[src/rtl/wesd_pkg.sv]
`timescale 1ns / 1ps
package wesd_pkg;

  localparam int WSIZE_W = 16;
  localparam int THR_W   = 31;
  localparam int COUNT_W = WSIZE_W + 1;
  localparam int PROD_W  = THR_W + COUNT_W;
  localparam int SEG_W   = 32;

  localparam logic [WSIZE_W-1:0] WINDOW_SIZE_RST = 16'd480;
  localparam logic [THR_W-1:0]   THRESHOLD_RST   = 31'd1073742;

  typedef enum logic [0:0] {
    CFG_WINDOW_SIZE      = 1'b0,
    CFG_ENERGY_THRESHOLD = 1'b1
  } cfg_reg_t;

  typedef struct packed {
    logic vld;
    logic last;
  } win_ctl_t;

endpackage

[src/rtl/wesd_seg.sv]
`timescale 1ns / 1ps
module wesd_seg
  import wesd_pkg::*;
#(
  parameter int INDEX_BITS  = 32,
  parameter int ENERGY_BITS = 46
) (
  input  logic                   clk,
  input  logic                   rst_n,
  input  win_ctl_t               rec_ctl,
  input  logic [ENERGY_BITS-1:0] rec_sum,
  input  logic [COUNT_W-1:0]     rec_cnt,
  input  logic [INDEX_BITS-1:0]  rec_wstart,
  input  logic [INDEX_BITS-1:0]  rec_wend,
  input  logic [THR_W-1:0]       thr,
  output logic                   adv,
  output logic                   out_tvalid,
  input  logic                   out_tready,
  output logic [2*SEG_W-1:0]     out_tdata   // seg_start, seg_end
);

  localparam int CMP_W = (ENERGY_BITS > PROD_W) ? ENERGY_BITS : PROD_W;

  win_ctl_t               p_ctl_r;
  logic [PROD_W-1:0]      p_prod_r;
  logic [ENERGY_BITS-1:0] p_sum_r;
  logic [INDEX_BITS-1:0]  p_wstart_r;
  logic [INDEX_BITS-1:0]  p_wend_r;

  logic                   in_sp_r, in_sp_nxt;
  logic [INDEX_BITS-1:0]  sb_r, sb_nxt;

  logic                   out_vld_r, out_vld_nxt;
  logic [2*SEG_W-1:0]     out_data_r, out_data_nxt;
  logic                   skid_vld_r, skid_vld_nxt;
  logic [2*SEG_W-1:0]     skid_data_r, skid_data_nxt;

  logic                   speech;
  logic                   res;
  logic                   res_vld;
  logic [INDEX_BITS-1:0]  res_start;
  logic [INDEX_BITS-1:0]  res_end;
  logic [INDEX_BITS+SEG_W-1:0] start_ext;
  logic [INDEX_BITS+SEG_W-1:0] end_ext;
  logic                   take;

  assign adv = !skid_vld_r;

  always_ff @(posedge clk) begin
    if (!rst_n) begin
      p_ctl_r <= '0;
    end else if (adv) begin
      p_ctl_r <= rec_ctl;
    end
  end

  always_ff @(posedge clk) begin
    if (adv) begin
      p_prod_r   <= PROD_W'(thr) * PROD_W'(rec_cnt);
      p_sum_r    <= rec_sum;
      p_wstart_r <= rec_wstart;
      p_wend_r   <= rec_wend;
    end
  end

  always_comb begin
    speech    = CMP_W'(p_sum_r) > CMP_W'(p_prod_r);
    in_sp_nxt = in_sp_r;
    sb_nxt    = sb_r;
    res       = 1'b0;
    res_start = sb_r;
    res_end   = p_wstart_r;
    if (p_ctl_r.vld) begin
      if (speech && !in_sp_r) begin
        in_sp_nxt = 1'b1;
        sb_nxt    = p_wstart_r;
      end else if (!speech && in_sp_r) begin
        in_sp_nxt = 1'b0;
        res       = 1'b1;
      end
      if (p_ctl_r.last && in_sp_nxt) begin
        res       = 1'b1;
        res_start = sb_nxt;
        res_end   = p_wend_r;
      end
      if (p_ctl_r.last) begin
        in_sp_nxt = 1'b0;
        sb_nxt    = '0;
      end
    end
  end

  assign res_vld   = adv && res;
  assign start_ext = {{SEG_W{1'b0}}, res_start};
  assign end_ext   = {{SEG_W{1'b0}}, res_end};

  always_ff @(posedge clk) begin
    if (!rst_n) begin
      in_sp_r <= 1'b0;
      sb_r    <= '0;
    end else if (adv) begin
      in_sp_r <= in_sp_nxt;
      sb_r    <= sb_nxt;
    end
  end

  // output word register plus one skid word
  assign take = out_vld_r && out_tready;

  always_comb begin
    out_vld_nxt   = out_vld_r;
    out_data_nxt  = out_data_r;
    skid_vld_nxt  = skid_vld_r;
    skid_data_nxt = skid_data_r;
    if (take) begin
      if (skid_vld_r) begin
        out_data_nxt = skid_data_r;
        skid_vld_nxt = 1'b0;
      end else begin
        out_vld_nxt  = res_vld;
        out_data_nxt = {end_ext[SEG_W-1:0], start_ext[SEG_W-1:0]};
      end
    end else if (res_vld) begin
      if (!out_vld_r) begin
        out_vld_nxt  = 1'b1;
        out_data_nxt = {end_ext[SEG_W-1:0], start_ext[SEG_W-1:0]};
      end else begin
        skid_vld_nxt  = 1'b1;
        skid_data_nxt = {end_ext[SEG_W-1:0], start_ext[SEG_W-1:0]};
      end
    end
  end

  always_ff @(posedge clk) begin
    if (!rst_n) begin
      out_vld_r  <= 1'b0;
      skid_vld_r <= 1'b0;
    end else begin
      out_vld_r  <= out_vld_nxt;
      skid_vld_r <= skid_vld_nxt;
    end
  end

  always_ff @(posedge clk) begin
    out_data_r  <= out_data_nxt;
    skid_data_r <= skid_data_nxt;
  end

  assign out_tvalid = out_vld_r;
  assign out_tdata  = out_data_r;

  a_skid_behind_out: assert property (@(posedge clk) disable iff (!rst_n)
    skid_vld_r |-> out_vld_r)
    else $error("skid word held with empty output register");

  a_last_closes: assert property (@(posedge clk) disable iff (!rst_n)
    (adv && p_ctl_r.vld && p_ctl_r.last) |=> (!in_sp_r && sb_r == '0))
    else $error("speech state not cleared after last window");

  a_stall_holds: assert property (@(posedge clk) disable iff (!rst_n)
    !adv |=> ($stable(in_sp_r) && $stable(sb_r)))
    else $error("segment state moved while stalled");

endmodule

[src/rtl/windowed_energy_speech_detector_core.sv]
`timescale 1ns / 1ps
// Path: a closing sample passes the magnitude, square, record, product and output registers.
// Throughput: one sample per cycle unless a skid word is held; the accumulator loop (sum, fill
// count, index) has no inner stage; the square and threshold product each own a stage.
// Reset (rst_n, synchronous, active low): pipeline and recording state cleared,
// window_size = 480, energy_threshold = 1073742.
module windowed_energy_speech_detector_core
  import wesd_pkg::*;
#(
  parameter int SAMPLE_BITS = 16,
  parameter int INDEX_BITS  = 32
) (
  input  logic                                  clk,
  input  logic                                  rst_n,
  input  logic                                  in_tvalid,
  output logic                                  in_tready,
  input  logic [((SAMPLE_BITS+7)/8)*8-1:0]      in_tdata,   // sample
  input  logic                                  in_tlast,   // last
  output logic                                  out_tvalid,
  input  logic                                  out_tready,
  output logic [2*SEG_W-1:0]                    out_tdata,  // seg_start, seg_end
  input  logic                                  cfg_wr_en,
  input  cfg_reg_t                              cfg_addr,
  input  logic [THR_W-1:0]                      cfg_wdata
);

  localparam int SQ_W        = 2 * SAMPLE_BITS;
  localparam int ENERGY_BITS = 2 * SAMPLE_BITS + 14;

  logic                   adv;

  logic [WSIZE_W-1:0]     ws_r;
  logic [THR_W-1:0]       thr_r;

  logic [SAMPLE_BITS-1:0] sample;
  logic [SAMPLE_BITS-1:0] mag;

  logic                   s1_vld_r, s1_last_r;
  logic [SAMPLE_BITS-1:0] s1_mag_r;
  logic                   s2_vld_r, s2_last_r;
  logic [SQ_W-1:0]        s2_sq_r;

  logic [ENERGY_BITS-1:0] sum_r, sum_nxt;
  logic [WSIZE_W-1:0]     fill_r, fill_nxt;
  logic [INDEX_BITS-1:0]  idx_r, idx_nxt;
  logic [INDEX_BITS-1:0]  wbeg_r, wbeg_nxt;

  logic [ENERGY_BITS-1:0] sum_acc;
  logic [WSIZE_W-1:0]     fill_inc;
  logic [INDEX_BITS-1:0]  idx_inc;
  logic [WSIZE_W-1:0]     wsize_eff;
  logic                   win_end;

  win_ctl_t               rec_ctl_r, rec_ctl_nxt;
  logic [ENERGY_BITS-1:0] rec_sum_r;
  logic [COUNT_W-1:0]     rec_cnt_r;
  logic [INDEX_BITS-1:0]  rec_wstart_r;
  logic [INDEX_BITS-1:0]  rec_wend_r;

  assign in_tready = adv;

  always_ff @(posedge clk) begin
    if (!rst_n) begin
      ws_r  <= WINDOW_SIZE_RST;
      thr_r <= THRESHOLD_RST;
    end else if (cfg_wr_en) begin
      case (cfg_addr)
        CFG_WINDOW_SIZE:      ws_r  <= cfg_wdata[WSIZE_W-1:0];
        CFG_ENERGY_THRESHOLD: thr_r <= cfg_wdata;
        default: ;
      endcase
    end
  end

  assign sample = in_tdata[SAMPLE_BITS-1:0];
  assign mag    = sample[SAMPLE_BITS-1] ? (~sample + 1'b1) : sample;

  always_ff @(posedge clk) begin
    if (!rst_n) begin
      s1_vld_r <= 1'b0;
      s2_vld_r <= 1'b0;
    end else if (adv) begin
      s1_vld_r <= in_tvalid;
      s2_vld_r <= s1_vld_r;
    end
  end

  always_ff @(posedge clk) begin
    if (adv) begin
      s1_mag_r  <= mag;
      s1_last_r <= in_tlast;
      s2_sq_r   <= SQ_W'(s1_mag_r) * SQ_W'(s1_mag_r);
      s2_last_r <= s1_last_r;
    end
  end

  always_comb begin
    sum_acc   = sum_r + ENERGY_BITS'(s2_sq_r);
    fill_inc  = fill_r + 1'b1;
    idx_inc   = idx_r + 1'b1;
    wsize_eff = (ws_r == '0) ? WSIZE_W'(1) : ws_r;
    win_end   = s2_vld_r && ((fill_inc >= wsize_eff) || (fill_inc == '0) || s2_last_r);

    sum_nxt  = sum_r;
    fill_nxt = fill_r;
    idx_nxt  = idx_r;
    wbeg_nxt = wbeg_r;
    if (s2_vld_r) begin
      if (win_end) begin
        sum_nxt  = '0;
        fill_nxt = '0;
        idx_nxt  = s2_last_r ? '0 : idx_inc;
        wbeg_nxt = s2_last_r ? '0 : idx_inc;
      end else begin
        sum_nxt  = sum_acc;
        fill_nxt = fill_inc;
        idx_nxt  = idx_inc;
      end
    end
    rec_ctl_nxt.vld  = win_end;
    rec_ctl_nxt.last = s2_last_r;
  end

  always_ff @(posedge clk) begin
    if (!rst_n) begin
      sum_r     <= '0;
      fill_r    <= '0;
      idx_r     <= '0;
      wbeg_r    <= '0;
      rec_ctl_r <= '0;
    end else if (adv) begin
      sum_r     <= sum_nxt;
      fill_r    <= fill_nxt;
      idx_r     <= idx_nxt;
      wbeg_r    <= wbeg_nxt;
      rec_ctl_r <= rec_ctl_nxt;
    end
  end

  // a full 16-bit wrap of the fill count means 65536 samples
  always_ff @(posedge clk) begin
    if (adv) begin
      rec_sum_r    <= sum_acc;
      rec_cnt_r    <= {(fill_inc == '0), fill_inc};
      rec_wstart_r <= wbeg_r;
      rec_wend_r   <= idx_inc;
    end
  end

  wesd_seg #(
    .INDEX_BITS  (INDEX_BITS),
    .ENERGY_BITS (ENERGY_BITS)
  ) u_seg (
    .clk        (clk),
    .rst_n      (rst_n),
    .rec_ctl    (rec_ctl_r),
    .rec_sum    (rec_sum_r),
    .rec_cnt    (rec_cnt_r),
    .rec_wstart (rec_wstart_r),
    .rec_wend   (rec_wend_r),
    .thr        (thr_r),
    .adv        (adv),
    .out_tvalid (out_tvalid),
    .out_tready (out_tready),
    .out_tdata  (out_tdata)
  );

  a_last_clears: assert property (@(posedge clk) disable iff (!rst_n)
    (adv && s2_vld_r && s2_last_r) |=> (fill_r == '0 && idx_r == '0 && sum_r == '0))
    else $error("recording state not cleared after last sample");

  a_last_ends_window: assert property (@(posedge clk) disable iff (!rst_n)
    (adv && s2_vld_r && s2_last_r) |=> (rec_ctl_r.vld && rec_ctl_r.last))
    else $error("last sample did not close its window");

  a_no_phantom: assert property (@(posedge clk) disable iff (!rst_n)
    (adv && !in_tvalid) |=> !s1_vld_r)
    else $error("pipeline took a word without a handshake");

endmodule

[config.mk]
export PLATFORM = sky130hd
export DESIGN_NAME = windowed_energy_speech_detector_core
export DESIGN_NICKNAME = d
export VERILOG_FILES = /design/src/rtl/wesd_pkg.sv /design/src/rtl/wesd_seg.sv /design/src/rtl/windowed_energy_speech_detector_core.sv
export SDC_FILE = /design/constraint.sdc
export NUM_CORES = 2
export LEC_CHECK = 0
export BUFFER_PORTS_ARGS = -buffer_cell sky130_fd_sc_hd__clkbuf_2
export CAP_MARGIN = 20
export CORE_UTILIZATION = 55
export CTS_BUF_LIST = sky130_fd_sc_hd__clkbuf_4 sky130_fd_sc_hd__clkbuf_8 sky130_fd_sc_hd__clkbuf_16
export DETAILED_ROUTE_END_ITERATION = 12
export GPL_ROUTABILITY_DRIVEN = 1
export PLACE_DENSITY = 0.73
export RECOVER_POWER = 25
export SETUP_SLACK_MARGIN = 0.5
export SYNTH_ARGS = -nofsm -noshare
export SYNTH_HDL_FRONTEND = slang
export SYNTH_SLANG_ARGS = --single-unit
[constraint.sdc]
create_clock -name clk -period 16.45 [get_ports clk]
set_input_delay 4.935 -clock clk [delete_from_list [all_inputs] [get_ports clk]]
set_output_delay 4.935 -clock clk [all_outputs]
set_load 0.1 [all_outputs]
======== Word-level counts from Yosys, hierarchy flattened ========
Index checks and enable logic that the tools add are counted.
word-level totals
  bits in registers ....................... 677
  latch bits .............................. 0
  memory bits (writable) .................. 0
  bits in read-only memories .............. 0
  bits of input ports ..................... 54
  output and inout port bits .............. 66
  word-level logic and storage cells ...... 97
  memories ................................ 0
operators by class
  add/sub/neg operators ................... 4
  multiply operators ...................... 2
  div/mod/pow operators ................... 0
  $lt $le $gt $ge ......................... 2
  equal/unequal tests ..................... 2
  shift-type cells ........................ 0
  mux-type cells .......................... 27
  bitwise gates (word level) .............. 5
  reductions and logical operators ........ 24
operators with widths
  operator               count
  $mux 32                8
  $mux 64                4
  $gt 46x48->1           1
  $mul 31x17->48         1
  $add 46x32->46         1
  $mux 46                1
  $add 16x1->16 const B  2
  $add 32x1->32 const B  1
  $logic_not 16->1       2
  $mul 16x16->32         1
  $mux 16                2
  $ge 16x16->1           1
  $not 16->16            1
  $mux 15                1
  $reduce_and 2->1       7
  $mux 1                 11
  $logic_and 1x1->1      6
  $reduce_and 3->1       2
  $ne 2x2->1 const B     2
  $not 1->1              4
  $logic_not 1->1        3
  $logic_or 1x1->1       2
  $reduce_bool 2->1      1
  $reduce_or 2->1        1

======== Logic depth before layout (Yosys ltp) ========
  word-level depth ........................ 12
  mapped depth ............................ 25
  depth with buffers taken out ............ 24

======== By module ========
From an unflattened synthesis, not the netlist that was laid out.
second synthesis, totals
  cells, all modules ...................... 5062
  area total of the unflattened synthesis .. 52988.3 um2
by module, submodules not included
  module                                instances  cells an instance  area an instance (um2)  seq. area each (um2)
  wesd_seg                              1          2718               29713.5                 9328.9
  windowed_energy_speech_detector_core  1          2344               23274.8                 8828.5

======== Least setup slack after synthesis ========
No wires, ideal clock.
  kind .................................... flip-flop to flip-flop
  from .................................... reg u_seg.skid_vld_r
  to ...................................... reg u_seg.skid_data_r[0] (enable)
  library setup time ...................... 0.665 ns
  data arrival time ....................... 15.504 ns
  path slack .............................. 0.281 ns
  stages on the path, launching flop included .. 4
  path buffers ............................ 0
  clock period less this slack ............ 16.169 ns
  cells stage by stage .................... dfxtp_1 -> inv_1 -> nand2_1 -> nor4b_1
between the ends
  longest elaborated chain between the ends .. 3
RTL lines
  item                        RTL line                                    text
  start: declaration          wesd_seg.sv:35                              logic skid_vld_r, skid_vld_nxt;
  start signal: assignment    wesd_seg.sv:140                             skid_vld_r <= skid_vld_nxt;
  $logic_not 1->1             wesd_seg.sv:47                              assign adv = !skid_vld_r;
  via in_tready               windowed_energy_speech_detector_core.sv:16  output logic in_tready,
  $logic_and 1x1->1           wesd_seg.sv:93                              assign res_vld = adv && res;
  $reduce_and 3->1 (no line)  -
  end signal: assignment      wesd_seg.sv:146                             skid_data_r <= skid_data_nxt;
  end: declaration            wesd_seg.sv:36                              logic [2*SEG_W-1:0] skid_data_r, skid_data_nxt;
The timed path passes the listed nets, and every way through them passes these cells.
A chain may end at the register's enable or synchronous reset.

======== Worst setup path in the final report ========
  from .................................... reg u_seg.skid_vld_r
  to ...................................... reg rec_sum_r[41] (enable)
RTL lines
  item                    RTL line                                     text
  end signal: assignment  windowed_energy_speech_detector_core.sv:143  rec_sum_r <= sum_acc;
  end: declaration        windowed_energy_speech_detector_core.sv:55   logic [ENERGY_BITS-1:0] rec_sum_r;
No word-level cell between the ends.

==> impl_metrics.tcl <==
set metrics [dict create \
    rows 112 \
    dr_total_vias 35000 \
    cts_hold_buf 0 \
    path_cells "clkinvlp_2 > clkbuf_1 > buf_4" \
    mostFrequentLayoutCells "inv_1, nand2_1, fa_1" \
    start_util 0.558 \
    synthesis.area_sq_mm 0.0522 \
    synthTopCellsByArea "edfxtp_1, fa_1, dfxtp_1, ha_1, inv_1" \
    port_buffers 119 \
    synth_edf_count 462 \
    min_to "u_seg.p_sum_r[7]" \
    drt_iter0_drc 2267 \
    avgViaCountPerCell 5.51 \
    r2r-end "rec_sum_r[41]" \
    clkSinkCount 676 \
    finalCritPeriodShare 0.632 \
    worst-path-max-fanout 208 \
    ys_ff_latch 676 \
    yosysWarnings 0 \
    status "finished, violations left" \
    max_freq_ghz 0.0962 \
    cpPeakStageDelay_ns 7.50 \
    syn_nets 6000 \
    synth_top_area_cell "edfxtp_1" \
    rr_startpoint "u_seg.skid_vld_r" \
    cts.htree.levels 3 \
    cts_resized 0 \
    reg2reg_depth 3 \
    required_ns 16.71 \
    grt_max_degree 209 \
    path_class "register to register" \
    die_w_um 310 \
    final_nets 6002 \
    critical_path_buf_inv_count 3 \
    min_path_cells 0 \
    first_pass_iters 5 \
    hold_violations 0 \
    dieArea_sq_mm 0.0961 \
    gp_congestion 0.898 \
    rsz0062_at_grt "false" \
    clockRootBuffer "clkbuf_16" \
    post_cts_buffers 0 \
    cts_tree "yes" \
    slew_viol_final 241 \
    vdd.ir_drop.worst_mv 0.342 \
    finalSetupViolCount 0 \
    finClkSkew_ns 0.0604 \
    p_per_area_mw_per_mm2 132 \
    register_area_sq_mm 0.0182 \
    hold_start "rec_sum_r[7]" \
    worstMarginPinSlew_ns 10.84 \
    drc 0 \
    worstSetupEndpointType "register" \
    wl_um 111000 \
    grt-ovfl-total 0 \
    ys.flop_type "edfxtp_1" \
    wl_per_cell_um 17.5 \
    critPathTopFamily "buffers and inverters" \
    grt_first_pass_wirelength_um 184000 \
    clk_pin_slew_ns 0.06 \
    final_common_cell "inv_1" \
    drive_above_1_share 0.0882 \
    antenna_found_initial 0 \
    antenna_cells 0 \
    place_hpwl_um 81800 \
    dpl.cell_count 6208 \
    ios 120 \
    cts_made_buffers 72 \
    grt_usage 0.239 \
    r2r_setup_slack_ns 6.05 \
    tns_ns 0 \
    chipHeight_um 310 \
    period_needed_ns 10.40 \
    worstSkewPairLatency_ns 0.65 \
    area_delta_synth_final_pct 8.10 \
    cp-start-kind "register" \
    synthArstFlopShare 0 \
    max_cap_violations 2 \
    slowest_stage "clkbuf_1" \
    antenna_left 0 \
    fin_cells 6344 \
    p_leak_uw 0.0262 \
    violations "max-capacitance violations, max-slew violations" \
    synthCells 5028 \
    syn_area_per_cell_sq_um 10.4 \
    grt_pass1_vias 36300 \
    arrival_ns 10.66 \
    synth_top_area_share 0.266 \
    fp.coreArea_sq_mm 0.0936 \
    clock_path_buffers 3 \
    hp-class "register to register" \
    yosys.cell_types.count 83 \
    slew_headroom -6.23 \
    multi_input_area_sq_mm 0.0300 \
    fillers 7717 \
    yosysSeqAreaShare 0.348 \
]
[where the power goes]
part           total (uW)  switching (uW)  internal (uW)  leakage, uW
Combinational        3480            1950           1530       0.0180
Clock                1740             725           1010      0.00126
Sequential           2220            90.2           2130      0.00692
[synth_stat cells (8+ instances only)]
cell	count
o21bai_1	10
inv_1	843
and3_1	29
xor2_1	64
xnor2_1	118
a31oi_1	26
nand3_1	92
buf_1	12
buf_2	19
mux2_2	99
or2_2	10
nand4_1	25
or3_1	20
nand2b_1	29
o21ai_0	93
dfxtp_1	214
o21a_1	14
a21o_1	74
nor3_1	36
ha_1	319
a21boi_0	8
a22oi_1	24
and2_1	255
mux2_4	30
nor2_1	158
o31ai_1	13
o211ai_1	10
clkbuf_1	193
nor2b_1	44
a21oi_1	231
edfxtp_1	462
fa_1	599
nand3b_1	12
a22o_1	34
nand2_1	675
a211oi_1	15
[how the worst max path moves through the flow]
stage	start	endpoint	slack, ns	cells after the start
2_1_floorplan	out_tready	u_seg.skid_data_r[0]	4.26	1
3_3_place_gp	rec_cnt_r[3]	u_seg.p_prod_r[47]	8.40	20
3_5_place_dp	rec_cnt_r[3]	u_seg.p_prod_r[47]	8.15	20
4_1_cts	rec_cnt_r[3]	u_seg.p_prod_r[47]	8.13	20
5_1_grt	u_seg.skid_vld_r	u_seg.p_prod_r[37]	4.91	3
6_report	u_seg.skid_vld_r	rec_sum_r[41]	6.05	3
[metal layers]
layer	GRT usage	routed length [um]	vias to the layer above
met5	0	0	-
met3	0.0305	6200	200
met1	0.318	46900	17600
met2	0.407	54900	939
met4	0.0739	2880	0
li1	-	-	16200
[kinds of logic (layout without fill, tap and decap cells)]
group           after synthesis  count (layout)  share of synthesized area
fa+ha+maj                   918             918                      0.306
mux                         134             134                     0.0310
simple gates               1421            1421                      0.129
buf+inv                    1074            1136                     0.0783
flops                       676             676                      0.348
xor+xnor                    182             182                     0.0305
compound gates              623             623                     0.0770
[layout make-up]
class                      count  share of cell area
clock buffer                  88              0.0345
sequential                   676               0.322
timing repair buffer         158              0.0164
tap                         1254              0.0278
multi-input combinational   3278               0.532
clock inverter                46              0.0112
inverter                     844              0.0563
[flip-flops by register name, summed over array words and instances, names as in the netlist, 46 cells and up]
register           count
u_seg.p_prod_r        48
u_seg.p_sum_r         46
rec_sum_r             46
u_seg.skid_data_r     64
u_seg.out_tdata       64
sum_r                 46
[metrics by stage]
| stage | setup slack (ns) | instance area [sq um] | power [uW] | utilization | hold WS, ns |
|---|---|---|---|---|---|
| final | 6.05 | 56400 | 7430 | 0.603 | 0.399 |
| after global placement | 8.40 | 53800 | 5680 | 0.575 | 0.400 |
| after CTS | 8.13 | 56400 | 7490 | 0.603 | 0.402 |
| after detailed placement | 8.15 | 53800 | 5730 | 0.575 | 0.405 |
| after global routing | 4.91 | 56400 | 8110 | 0.603 | 0.408 |
| after floorplan | 4.26 | 52200 | 5000 | - | 0.400 |
(Power assumes the default switching activity.)
